File: config.mk
export PLATFORM = sky130hd
export DESIGN_NAME = button_debounce_long_press
export DESIGN_NICKNAME = d
export VERILOG_FILES = /design/src/bdlp_pkg.sv /design/src/button_debounce_long_press.sv
export SDC_FILE = /design/constraint.sdc
export NUM_CORES = 1
export LEC_CHECK = 0
export BUFFER_PORTS_ARGS = -buffer_cell sky130_fd_sc_hd__buf_2
export CAP_MARGIN = 10
export CELL_PAD_IN_SITES_DETAIL_PLACEMENT = 0
export CELL_PAD_IN_SITES_GLOBAL_PLACEMENT = 2
export CORE_MARGIN = 2
export CORE_UTILIZATION = 40
export CTS_CLUSTER_SIZE = 30
export DETAILED_ROUTE_END_ITERATION = 10
export PLACE_DENSITY = 0.83
export REMOVE_ABC_BUFFERS = 1
export SLEW_MARGIN = 5
export SYNTH_ARGS = -nofsm -noshare
export SYNTH_HDL_FRONTEND = slang
export SYNTH_SLANG_ARGS = --single-unit
File: constraint.sdc
create_clock -name clk -period 4.5 [get_ports clk]
set_input_delay 0.45 -clock clk [delete_from_list [all_inputs] [get_ports clk]]
set_output_delay 0.45 -clock clk [all_outputs]
set_load 0.05 [all_outputs]
File: src/bdlp_pkg.sv
// Shared types and constants for the button debouncer with long-press detection.
`default_nettype none

package bdlp_pkg;

  // Default button count, the width of the raw level field and the tick width
  localparam int NUM_BUTTONS_DEFAULT = 4;
  localparam int LEVEL_BITS          = 4;
  localparam int TICKS_W             = 16;

  typedef logic [TICKS_W-1:0] ticks_t;

  // Hold time in ticks after reset
  localparam ticks_t LONG_TICKS_RESET = ticks_t'(300);

  // Input command codes
  typedef enum logic {
    CMD_TICK  = 1'b0,
    CMD_QUERY = 1'b1
  } cmd_t;

  // Input word
  typedef struct packed {
    cmd_t                  cmd;
    logic [LEVEL_BITS-1:0] levels;
    logic [1:0]            button;
  } item_t;

  // Result word
  typedef struct packed {
    logic                  short_press;
    logic                  long_press;
    logic [LEVEL_BITS-1:0] stable_levels;
  } result_t;

endpackage

`default_nettype wire

File: src/button_debounce_long_press.sv
// Top level: debouncer with short- and long-press flags, one word per cycle when not stalled.
//
//   channel  direction  handshake               word
//   item     in         item_valid/item_stall   bdlp_pkg::item_t
//   result   out        result_valid/result_stall  bdlp_pkg::result_t
//   cfg      in         cfg_valid/cfg_ready     cfg_data (long_ticks)
//
// One word is accepted per cycle unless item_stall is high; it waits in
// the input register until the update logic can load its result word
// into the result register, which happens once that register is free.
// Reset is synchronous and clears the control and debounce state;
// long_ticks returns to 300 and every countdown is loaded with it.
// A stalled result holds; item_stall rises only when the input register
// is full and cannot move into a full, stalled result register.
`default_nettype none

module button_debounce_long_press #(
  parameter int NUM_BUTTONS = bdlp_pkg::NUM_BUTTONS_DEFAULT
) (
  input  logic              clk,
  input  logic              rst,
  input  logic              item_valid,
  output logic              item_stall,
  input  bdlp_pkg::item_t   item,
  output logic              result_valid,
  input  logic              result_stall,
  output bdlp_pkg::result_t result,
  input  logic              cfg_valid,
  output logic              cfg_ready,
  input  bdlp_pkg::ticks_t  cfg_data
);

  import bdlp_pkg::*;

  localparam int PadW = NUM_BUTTONS + LEVEL_BITS;

  typedef logic [NUM_BUTTONS-1:0] btn_vec_t;

  // Input register
  logic  stage_valid;
  item_t stage_item;

  // Debounce state; the oldest sample of the window is sample_middle
  // before the shift, so only two stored samples are needed
  ticks_t   long_ticks;
  btn_vec_t sample_newest;
  btn_vec_t sample_middle;
  btn_vec_t accepted_level;
  btn_vec_t held_once;
  btn_vec_t short_flag;
  btn_vec_t long_flag;
  ticks_t   hold_countdown [NUM_BUTTONS];

  btn_vec_t sample_newest_next;
  btn_vec_t sample_middle_next;
  btn_vec_t accepted_level_next;
  btn_vec_t held_once_next;
  btn_vec_t short_flag_next;
  btn_vec_t long_flag_next;
  ticks_t   hold_countdown_next [NUM_BUTTONS];
  result_t  result_next;

  logic result_free;
  logic stage_move;
  logic item_take;

  // Handshake: the result register frees when empty or being taken
  assign result_free = !result_valid || !result_stall;
  assign stage_move  = stage_valid && result_free;
  assign item_stall  = stage_valid && !result_free;
  assign item_take   = item_valid && !item_stall;
  assign cfg_ready   = 1'b1;

  // Per-button update for the word in the input register
  always_comb begin
    logic [PadW-1:0] levels_pad;
    logic [PadW-1:0] accepted_pad;
    btn_vec_t        sel;
    ticks_t          dec;
    logic            n_bit;
    logic            m_bit;
    logic            o_bit;

    levels_pad          = {{NUM_BUTTONS{1'b1}}, stage_item.levels};
    sample_newest_next  = sample_newest;
    sample_middle_next  = sample_middle;
    accepted_level_next = accepted_level;
    held_once_next      = held_once;
    short_flag_next     = short_flag;
    long_flag_next      = long_flag;
    hold_countdown_next = hold_countdown;
    dec                 = '0;
    n_bit               = 1'b1;
    m_bit               = 1'b1;
    o_bit               = 1'b1;

    if (stage_item.cmd == CMD_TICK) begin
      sample_newest_next = levels_pad[NUM_BUTTONS-1:0];
      sample_middle_next = sample_newest;
      for (int b = 0; b < NUM_BUTTONS; b++) begin
        n_bit = levels_pad[b];
        m_bit = sample_newest[b];
        o_bit = sample_middle[b];
        if (n_bit == m_bit && m_bit == o_bit) begin
          if (o_bit != accepted_level[b]) begin
            accepted_level_next[b] = o_bit;
            if (!o_bit) begin
              // New press: reload countdown, second press in a hold is long
              hold_countdown_next[b] = long_ticks;
              if (!held_once[b]) begin
                held_once_next[b]  = 1'b1;
                short_flag_next[b] = 1'b1;
              end else begin
                long_flag_next[b]  = 1'b1;
                short_flag_next[b] = 1'b0;
              end
            end else begin
              // Stable release: drop long flag and held mark
              long_flag_next[b] = 1'b0;
              held_once_next[b] = 1'b0;
            end
          end else begin
            // Steady level: count down, saturate, force release at zero
            dec = (hold_countdown[b] != '0) ? hold_countdown[b] - ticks_t'(1) : '0;
            hold_countdown_next[b] = dec;
            if (dec == '0) begin
              accepted_level_next[b] = 1'b1;
            end
          end
        end
      end
    end

    // Report the named button; out-of-range index selects nothing
    for (int b = 0; b < NUM_BUTTONS; b++) begin
      sel[b] = (int'(stage_item.button) == b);
    end
    result_next.short_press = |(short_flag_next & sel);
    result_next.long_press  = |(long_flag_next & sel);
    accepted_pad            = {{LEVEL_BITS{1'b0}}, accepted_level_next};
    result_next.stable_levels = accepted_pad[LEVEL_BITS-1:0];

    if (stage_item.cmd == CMD_QUERY) begin
      short_flag_next = short_flag_next & ~sel;
    end
  end

  // Control and debounce state
  always_ff @(posedge clk) begin
    if (rst) begin
      stage_valid    <= 1'b0;
      result_valid   <= 1'b0;
      long_ticks     <= LONG_TICKS_RESET;
      sample_newest  <= '1;
      sample_middle  <= '1;
      accepted_level <= '1;
      held_once      <= '0;
      short_flag     <= '0;
      long_flag      <= '0;
      for (int b = 0; b < NUM_BUTTONS; b++) begin
        hold_countdown[b] <= LONG_TICKS_RESET;
      end
    end else begin
      if (cfg_valid) begin
        long_ticks <= cfg_data;
      end
      if (item_take) begin
        stage_valid <= 1'b1;
      end else if (stage_move) begin
        stage_valid <= 1'b0;
      end
      if (stage_move) begin
        result_valid   <= 1'b1;
        sample_newest  <= sample_newest_next;
        sample_middle  <= sample_middle_next;
        accepted_level <= accepted_level_next;
        held_once      <= held_once_next;
        short_flag     <= short_flag_next;
        long_flag      <= long_flag_next;
        hold_countdown <= hold_countdown_next;
      end else if (result_valid && !result_stall) begin
        result_valid <= 1'b0;
      end
    end
  end

  // Payload registers
  always_ff @(posedge clk) begin
    if (item_take) begin
      stage_item <= item;
    end
    if (stage_move) begin
      result <= result_next;
    end
  end

endmodule

`default_nettype wire

Word-level counts from Yosys, hierarchy flattened --
Cells that the tools add are included.
Cells by class: add/sub/neg operators 4, multipliers 0, divide/modulo/power cells 0, order comparisons 0, equal/unequal tests 19, shift operators 0, mux-type cells 68, bitwise operators 5, reduce and logical (&&, ||, !) cells 35
Operators with widths (count):
- 2-to-1 mux 16 bit | 12
- zero test 16 bit | 4
- nonzero test 16 bit | 4
- subtractor 16 x 1 -> 16 bit, second input constant | 4
- 2-to-1 mux 1 bit | 52
- AND reduction 4 bit | 8
- 2-to-1 mux 4 bit | 4
- AND 4 bit | 3
- equality test 1 bit | 8
- logical AND 1 bit | 8
- != test 2 bit, second input constant | 4
- OR reduction 4 bit | 2
- equality test 2 bit, second input constant | 2
- zero test 1 bit | 4
- != test 1 bit | 4
- NOT 4 bit | 1
- nonzero test 2 bit | 2
- equality test 2 x 1 -> 1 bit, second input constant | 1
- zero test 2 bit | 1
- AND reduction 2 bit | 1
- logical OR 1 bit | 1
- NOT 1 bit | 1
Word-level totals: register bits 119, latch bits 0, RAM bits 0, ROM bits 0, input port bits 28, output and inout port bits 9, memories kept 0

Logic depth before layout (Yosys ltp) --
Gate-level depths: netlist of the first run.
depth after elaboration 7, depth in mapped cells 10, mapped depth without buffers 8

Least setup slack after synthesis of the first run --
No wires, ideal clock.
kind register -> register, start point register hold_countdown[16] (netlist bit), end point register hold_countdown[22] (netlist bit), library setup time 0.128 ns, arrival time 2.302 ns, setup slack 2.070 ns, stages on the path, launching flop included 11, buffers on the path 2, clock period less this slack 2.430 ns, cells stage by stage dfxtp_1 > inv_1 > ha_1 > clkbuf_1 > nor4b_2 > nand3_1 > o21ai_1 > buf_2 > o22ai_1 > a22oi_1 > nor2_1
On the way: cells in the longest elaborated chain, start to end 3, elaborated cells on any way between the ends 4, those cells by class add/sub (1); mux (2); reduce/logical (1)
RTL lines:
- start: declaration | line button_debounce_long_press.sv:52 | ticks_t hold_countdown [NUM_BUTTONS];
- start signal: assignment | line button_debounce_long_press.sv:180 | hold_countdown <= hold_countdown_next;
- subtractor 16 x 1 -> 16 bit / nonzero test 16 bit (equally long branches) | line button_debounce_long_press.sv:124 | dec = (hold_countdown[b] != '0) ? hold_countdown[b] - ticks_t'(1) : '0;
- 2-to-1 mux 16 bit * | line button_debounce_long_press.sv:124
- 2-to-1 mux 16 bit * | line button_debounce_long_press.sv:105 | if (o_bit != accepted_level[b]) begin
Mark *: on every way between the ends. The rest lies on a longest branch, timed or not. A chain may end at the register's enable or synchronous reset.

Worst setup path after layout of the first run --
start point register hold_countdown[16] (netlist bit), end point register hold_countdown[18] (netlist bit)
The elaborated chain is that of the path after synthesis.

==> results by group, run 1 <==
Pwr
  • Switch share: 0.280
  • Comb power frac: 0.131
  • Worst VDD drop: 0.274 mV
  • Leak: 2.85 nW
  • Pwr dens: 381 nW/um^2
  • Total net switching power: 0.000832 W
  • Share of total power in sequential cells: 0.391
  • Clk pwr share: 0.478
  • Internal Power: 0.00213 W

Worst hold path
  • Hold path depth: 1
  • Worst hold path class: in2reg
  • HP Start: item[5]
  • Hold Path Sink: stage_item[5]

Clock tree
  • Clock Sinks: 119
  • Total CTS buffers: 17
  • Hold buffers post-CTS: 0
  • Number of gates resized after cts: 0
  • Post-CTS Setup Inserts: 0
  • CTS Buffer Depth: 2
  • Clock root buffer: clkbuf_16
  • Reg clk slew, reported paths: 0.06 ns
  • CTS tree: yes
  • H-tree levels: 4
  • Clk Latency, worst-skew pair: 0.43 ns

Floorplan
  • Die height: 136 microns
  • Cell row count: 48
  • Core Area: 17100 sq um
  • Die area: 18400 sq um
  • Die Wd: 136 microns
  • Initial Util: 0.404
  • I/O pins: 37

Place
  • Post-DP Area: 7180 sq um
  • Dpl hpwl: 14.6 mm
  • Gp weighted congestion: 0.922
  • Buffers added on ports: 35
  • Dpl cells: 1096

Synth
  • Synth top area cells: dfxtp_1 31%, nor2_1 6.3%, edfxtp_1 5.6%, nand2_1 5.1%, a21oi_1 4.6%
  • Library cells used by synthesis: 77
  • Yosys Warn Count: 0
  • Asr flop ratio synth: 0
  • Mux share of post-synthesis cell area: 0.0447
  • Post-Syn Area: 6920 sq um
  • Synth Area in XOR/XNOR: 0.0177
  • EDFF count, synth: 13
  • Adder-cell share of the synthesized area: 0.0145
  • Avg Inst Size Synth: 7.80 sq um
  • Synth top area share: 0.307
  • Most common cell in the netlist: nor2_1
  • Mapped Cells: 887
  • Largest family of logic cells by synthesized area: simple AND/OR/NAND/NOR gates
  • Synth Area in Compound Gates: 0.240
  • Largest area contributor in the netlist: dfxtp_1
  • Synth Area in Simple Gates: 0.256
  • Sequential fraction of the synthesis area: 0.363
  • Main synth FF type: dfxtp_1
  • #FFs+latches synth: 119
  • Synth cell count leaders: 116 x nor2_1, 106 x dfxtp_1, 94 x nand2_1

Global route
  • Largest net degree at the start of global routing: 48
  • Initial antenna violation count: 0
  • All-layer global routing usage: 0.239
  • Total gr overflow: 0
  • Number of global-route vias before repair: 6316
  • First-pass GRT wire length: 34.0 mm

Worst setup path
  • Required time of the critical path: 4.81 ns
  • Critical path fanouts, max: 10
  • CP startpoint kind: flip-flop
  • Worst EP arrival: 3.30 ns
  • Reg2reg setup slack: 1.51 ns
  • Critical path class: reg2reg
  • Crit path cell chain: inv_1 > ha_1 > nor4b_2 > nand3_1 > o21ai_1 > buf_4 > o21ai_0 > a221o_1
  • Worst path max stage delay: 0.58 ns
  • RR Startpoint: hold_countdown[16]
  • Worst r2r path cells: 8
  • Crit end category: flip-flop
  • R2r endpoint: hold_countdown[18]
  • Slowest cell on crit path: o21ai_1

STA
  • Final Hold Viols: 0
  • Pins Over Slew Limit: 0
  • Setup TNS: 0 ns
  • Normalized max-slew margin: 0.215
  • RSZ-0062 raised after global routing: no
  • Slew of the pin with the lowest slew margin: 1.17 ns
  • Final period util: 0.664
  • Worst Skew: 0.0127 ns
  • Fin crit period: 2.99 ns
  • Final setup vio count: 0
  • Highest clock rate: 335 MHz

Routing
  • Vias/cell: 5.91
  • Initial DRC count: 570
  • DRC errors left: 0
  • DR pass1 iterations: 5
  • Detail Route Antenna Nets: 0
  • Vias: 6667
  • DR WL/cell: 18.6 microns
  • Final WL: 21.0 mm

Cells and area
  • ANT cells: 0
  • Ratio of cells with drive above 1 in the final layout: 0.110
  • Area growth syn-to-layout: 12.6%
  • Design area: 7790 sq um
  • Final net count: 926
  • Layout Cells excl Fill: 1128

Job
  • Max-cap violations: 0

Run status
  • Outcome: finished, final reports clean
-- metrics by stage --
step / utilization / hold slack (ns) / worst slack, ns / total power, W
2_1_floorplan: - / 0.426 / 1.45 / 0.00141
5_1_grt: 0.455 / 0.177 / 1.25 / 0.00309
6_report: 0.455 / 0.195 / 1.51 / 0.00297
3_5_place_dp: 0.420 / 0.449 / 1.46 / 0.00157
3_3_place_gp: 0.420 / 0.447 / 1.52 / 0.00156
4_1_cts: 0.455 / 0.179 / 1.54 / 0.00299
-- worst max path at each step --
stage                               to  slack [ns]                from  cells after the start
global placement    hold_countdown[40]        1.52        result_stall                      9
global route        hold_countdown[18]        1.25  hold_countdown[16]                      8
CTS                 hold_countdown[18]        1.54  hold_countdown[16]                      8
detailed placement  hold_countdown[40]        1.46        result_stall                      9
floorplan            hold_countdown[2]        1.45        result_valid                      7
finish              hold_countdown[18]        1.51  hold_countdown[16]                      8
-- placed cells by master (no fill, tap or decap), drive strengths merged, types with 10 or more instances in the layout --
cell type / n
nor4: 18
o21ai: 62
clkbuf: 20
o211ai: 10
dfxtp: 106
inv: 44
a22oi: 12
nand4: 14
o221ai: 13
mux2i: 23
nand3: 25
nor3: 26
xnor2: 10
a31oi: 11
a21oi: 63
a211oi: 16
or4: 10
nand2: 94
or3: 10
buf: 44
edfxtp: 13
o32ai: 10
nor2: 116
-- cell type report --
class | count | area [sq um]
clock buffers | 20 | 458
clock inverters | 12 | 151
fillers | 1736 | 9320
inverters | 45 | 169
multi-input cells | 663 | 3980
flip-flops and latches | 119 | 2510
well taps | 225 | 282
repair buffers | 44 | 243
-- metal layers --
layer,track usage,share of wire
met4,0.0729,0.016
met1,0.321,0.47
met3,0.0426,0.042
met5,0,0
met2,0.393,0.47
-- power by group through the flow --
stage / clock [W] / combinational, W / sequential [W]
after detailed placement: 0 / 0.000384 / 0.00118
final: 0.00142 / 0.000388 / 0.00116
after global placement: 0 / 0.000382 / 0.00118
after floorplan: 0 / 0.000237 / 0.00117
after CTS: 0.00144 / 0.000386 / 0.00116
after global routing: 0.00149 / 0.000428 / 0.00117
-- state kept, by name, summed over array words and instances (netlist names) --
name	count
result_valid	1
held_once	4
short_flag	4
long_flag	4
long_ticks	16
accepted_level	4
stage_item	7
hold_countdown	64
sample_middle	4
stage_valid	1
sample_newest	4
result	6
-- cell families (layout without fill, tap and decap cells) --
logic type | Yosys count | in the layout
AND/OR/NAND/NOR | 359 | 359
AO/OA/AOI/OAI | 253 | 253
flip-flops | 119 | 119
buffers and inverters | 105 | 121
multiplexers | 28 | 28
XOR/XNOR | 14 | 14
adder cells (fa/ha/maj) | 8 | 8
other | 1 | 1
-- worst max-delay path, delay by kind of cell, from the launching register on --
family,cells,cell delay (ns)
DFF,1,0.36
adders and majority gates,1,0.30
AOI/OAI and AO/OA,3,1.06
and+or+nand+nor,2,0.80
buffers and inverters,2,0.36
(Power assumes the default switching activity.)
==> run 2: changes to the inputs <==
Settings changed: ABC_AREA set to 1, CORE_UTILIZATION 40 to 35, PLACE_DENSITY 0.83 to 0.78.
Clock period 4.5 ns to 2.9 ns, I/O delays scaled along.
==> run 2 against run 1 <==
  * Total power grew 60%
  * Combinational power increased by 51%
  * Die area up 20%
  * Highest routed layer unchanged
==> results by group, run 2 <==
Routing
  • Initial DRC count: 325 (-43%)
  • DR WL/cell: 16.6 microns (-11%)
  • Vias/cell: 5.11 (-13%)
  • Final WL: 23.6 mm (+12%)
  • Detail Route Antenna Nets: 0 (unchanged)
  • DR pass1 iterations: 7 (+2)
  • Vias: 7245 (+8.7%)
  • DRC errors left: 0 (unchanged)

Cells and area
  • Layout Cells excl Fill: 1417 (+26%)
  • Area growth syn-to-layout: 13.9%
  • Biggest regs: hold_countdown (64), long_ticks (16), stage_item (7)
  • Commonest cells after routing, fill and taps aside: 248 x nand2_1, 135 x nor2_1, 123 x inv_1
  • Max FFs per register: 64 (unchanged)
  • Most common cell after layout, fill and taps aside: nand2_1
  • Filler cell count: 2159 (+24%)
  • Final net count: 1170 (+26%)
  • Ratio of cells with drive above 1 in the final layout: 0.113 (+0.00370)
  • Top reg by flops: hold_countdown
  • ANT cells: 0 (unchanged)

Synth
  • Yosys Warn Count: 0 (unchanged)
  • Avg Inst Size Synth: 6.58 sq um (-16%)
  • Mapped Cells: 1111 (+25%)
  • EDFF count, synth: 13 (unchanged)
  • Sequential fraction of the synthesis area: 0.344 (-0.0195)
  • Most common cell in the netlist: nand2_1
  • Synth top area cells: dfxtp_1 29%, nand2_1 13%, nand3_1 7.3%, a21oi_1 7.0%, nor2_1 6.9%
  • #FFs+latches synth: 119 (unchanged)
  • Synth top area share: 0.290 (-0.0165)
  • Main synth FF type: dfxtp_1
  • Library cells used by synthesis: 42 (-45%)
  • Asr flop ratio synth: 0 (unchanged)
  • Largest area contributor in the netlist: dfxtp_1
  • Post-Syn Area: 7310 sq um (+5.7%)
  • Synth cell count leaders: 248 x nand2_1, 135 x nor2_1, 123 x inv_1

Global route
  • All-layer global routing usage: 0.220 (-0.0194)
  • First-pass GRT wire length: 37.4 mm (+10%)
  • Initial antenna violation count: 2 (+2)
  • Total gr overflow: 0 (unchanged)
  • Largest net degree at the start of global routing: 55 (+15%)
  • Number of global-route vias before repair: 6869 (+8.8%)

Floorplan
  • Core Area: 20400 sq um (+19%)
  • Initial Util: 0.359 (-0.0452)
  • Cell row count: 52 (+8.3%)
  • Die height: 149 microns (+9.6%)
  • Die Wd: 149 microns (+9.6%)
  • Die area: 22100 sq um (+20%)
  • I/O pins: 37 (unchanged)

Clock tree
  • CTS Buffer Depth: 2 (unchanged)
  • Reg clk slew, reported paths: 0.06 ns (about the same)
  • Clock root buffer: clkbuf_16
  • H-tree levels: 4 (unchanged)
  • Total CTS buffers: 17 (unchanged)
  • Clk Latency, worst-skew pair: 0.42 ns (about the same)
  • CTS tree: yes
  • Number of gates resized after cts: 0 (unchanged)
  • Clock Sinks: 119 (unchanged)
  • Hold buffers post-CTS: 0 (unchanged)
  • Post-CTS Setup Inserts: 0 (unchanged)

Pwr
  • Leak: 3.64 nW (+28%)
  • Worst VDD drop: 0.357 mV (+30%)
  • Pwr dens: 568 nW/um^2 (+49%)

Worst setup path
  • Required time of the critical path: 3.17 ns (-1.64 ns)
  • Critical path class: reg2reg
  • Critical path fanouts, max: 23 (+13)
  • Worst EP arrival: 2.59 ns (-0.71 ns)
  • Reg2reg setup slack: 0.58 ns (-0.93 ns)
  • Crit end category: flip-flop
  • CP startpoint kind: flip-flop

Place
  • Pre-CTS WS: 0.572 ns (-0.891 ns)
  • Dpl cells: 1385 (+26%)
  • Buffers added on ports: 35 (unchanged)
  • Dpl hpwl: 16.4 mm (+13%)
  • Gp weighted congestion: 0.844 (-8.5%)

STA
  • Final Hold Viols: 0 (unchanged)
  • Final setup vio count: 0 (unchanged)
  • Normalized max-slew margin: 0.465 (+0.250)
  • Final period util: 0.800 (+0.136)
  • Worst Skew: 0.0103 ns (-0.00243 ns)
  • Setup TNS: 0 ns (unchanged)
  • Fin crit period: 2.32 ns (-0.667 ns)
  • Slew of the pin with the lowest slew margin: 0.802 ns (-0.369 ns)
  • Pins Over Slew Limit: 0 (unchanged)
  • Highest clock rate: 431 MHz (+29%)
  • Slack of the critical path: 0.580 ns (-0.933 ns)
  • RSZ-0062 raised after global routing: no

Job
  • Max-cap violations: 0 (unchanged)

Worst hold path
  • Worst hold path class: in2reg

Run status
  • Outcome: finished, final reports clean
[run 2: cell types whose count changed after synthesis, moves of 19 or more]
cell	change
a21oi_1	+39
clkbuf_1	-25
inv_1	+80
mux2i_1	-23
nand2_1	+154
nand3_1	+82
nor2_1	+19
nor3_1	-22
o21ai_0	+36
[run 2: per-stage QoR]
step / total power [W] / instance area, sq um / hold WS [ns] / utilization
2_1_floorplan: 0.00223 / 7070 / 0.356 / -
3_3_place_gp: 0.00248 / 7700 / 0.454 / 0.378
3_5_place_dp: 0.00247 / 7700 / 0.453 / 0.378
4_1_cts: 0.00477 / 8330 / 0.0222 / 0.409
5_1_grt: 0.00493 / 8330 / 0.0214 / 0.409
6_report: 0.00473 / 8330 / 0.0386 / 0.409
[run 2: cell families (layout without fill, tap and decap cells)]
| logic type | after synthesis | after routing | share of synthesized area |
|---|---|---|---|
| buf+inv | 178 | 214 | 0.101 |
| fa+ha+maj | 8 | 8 | 0.0137 |
| compound gates | 251 | 251 | 0.204 |
| xor+xnor | 6 | 6 | 0.00719 |
| simple gates | 548 | 548 | 0.330 |
| flops | 119 | 119 | 0.344 |
| other cells | 1 | 1 | 0.000513 |
[run 2: critical path: stages, from the launching register on]
cell and delay (ns):
dfxtp_1 0.31, inv_1 0.15, ha_1 0.23, nand2_1 0.18, nor2_1 0.17, nand2_2 0.30, nand2_1 0.22, nand2_1 0.08
nor3_2 0.17, nand3_1 0.08, nand2_1 0.09, nand2_1 0.07, a21oi_1 0.12
[run 2: final timing paths]
kind | to | startpoint | depth (start not counted)
hold / removal | stage_item[5] | item[5] | 1
setup / recovery | result[0] | hold_countdown[48] | 12
hold reg to reg | accepted_level[0] | accepted_level[0] | 2
setup reg to reg | result[0] | hold_countdown[48] | 12
[run 2: per-layer routing]
metal / vias up / wire length, microns / global-route usage / part of all wire
met3: 21 / 788 / 0.0393 / 0.033
met4: 0 / 273 / 0.0567 / 0.012
met5: - / 0 / 0 / 0
li1: 3760 / - / - / -
met1: 3362 / 11400 / 0.294 / 0.49
met2: 102 / 11000 / 0.367 / 0.47
[run 2: where the power goes]
part | internal (W) | switching [W] | total [W]
Sequential | 0.00174 | 0.000101 | 0.00184
Clock | 0.00144 | 0.000861 | 0.00230
Combinational | 0.000185 | 0.000402 | 0.000587
[run 2: final cells by class]
class                      count  area [sq um]  share of cell area
multi-input combinational    814          4060               0.488
sequential                   119          2510               0.302
inverter                     132           500              0.0601
clock buffer                  17           425              0.0511
tap                          270           338              0.0406
timing repair buffer          50           288              0.0346
clock inverter                15           203              0.0243
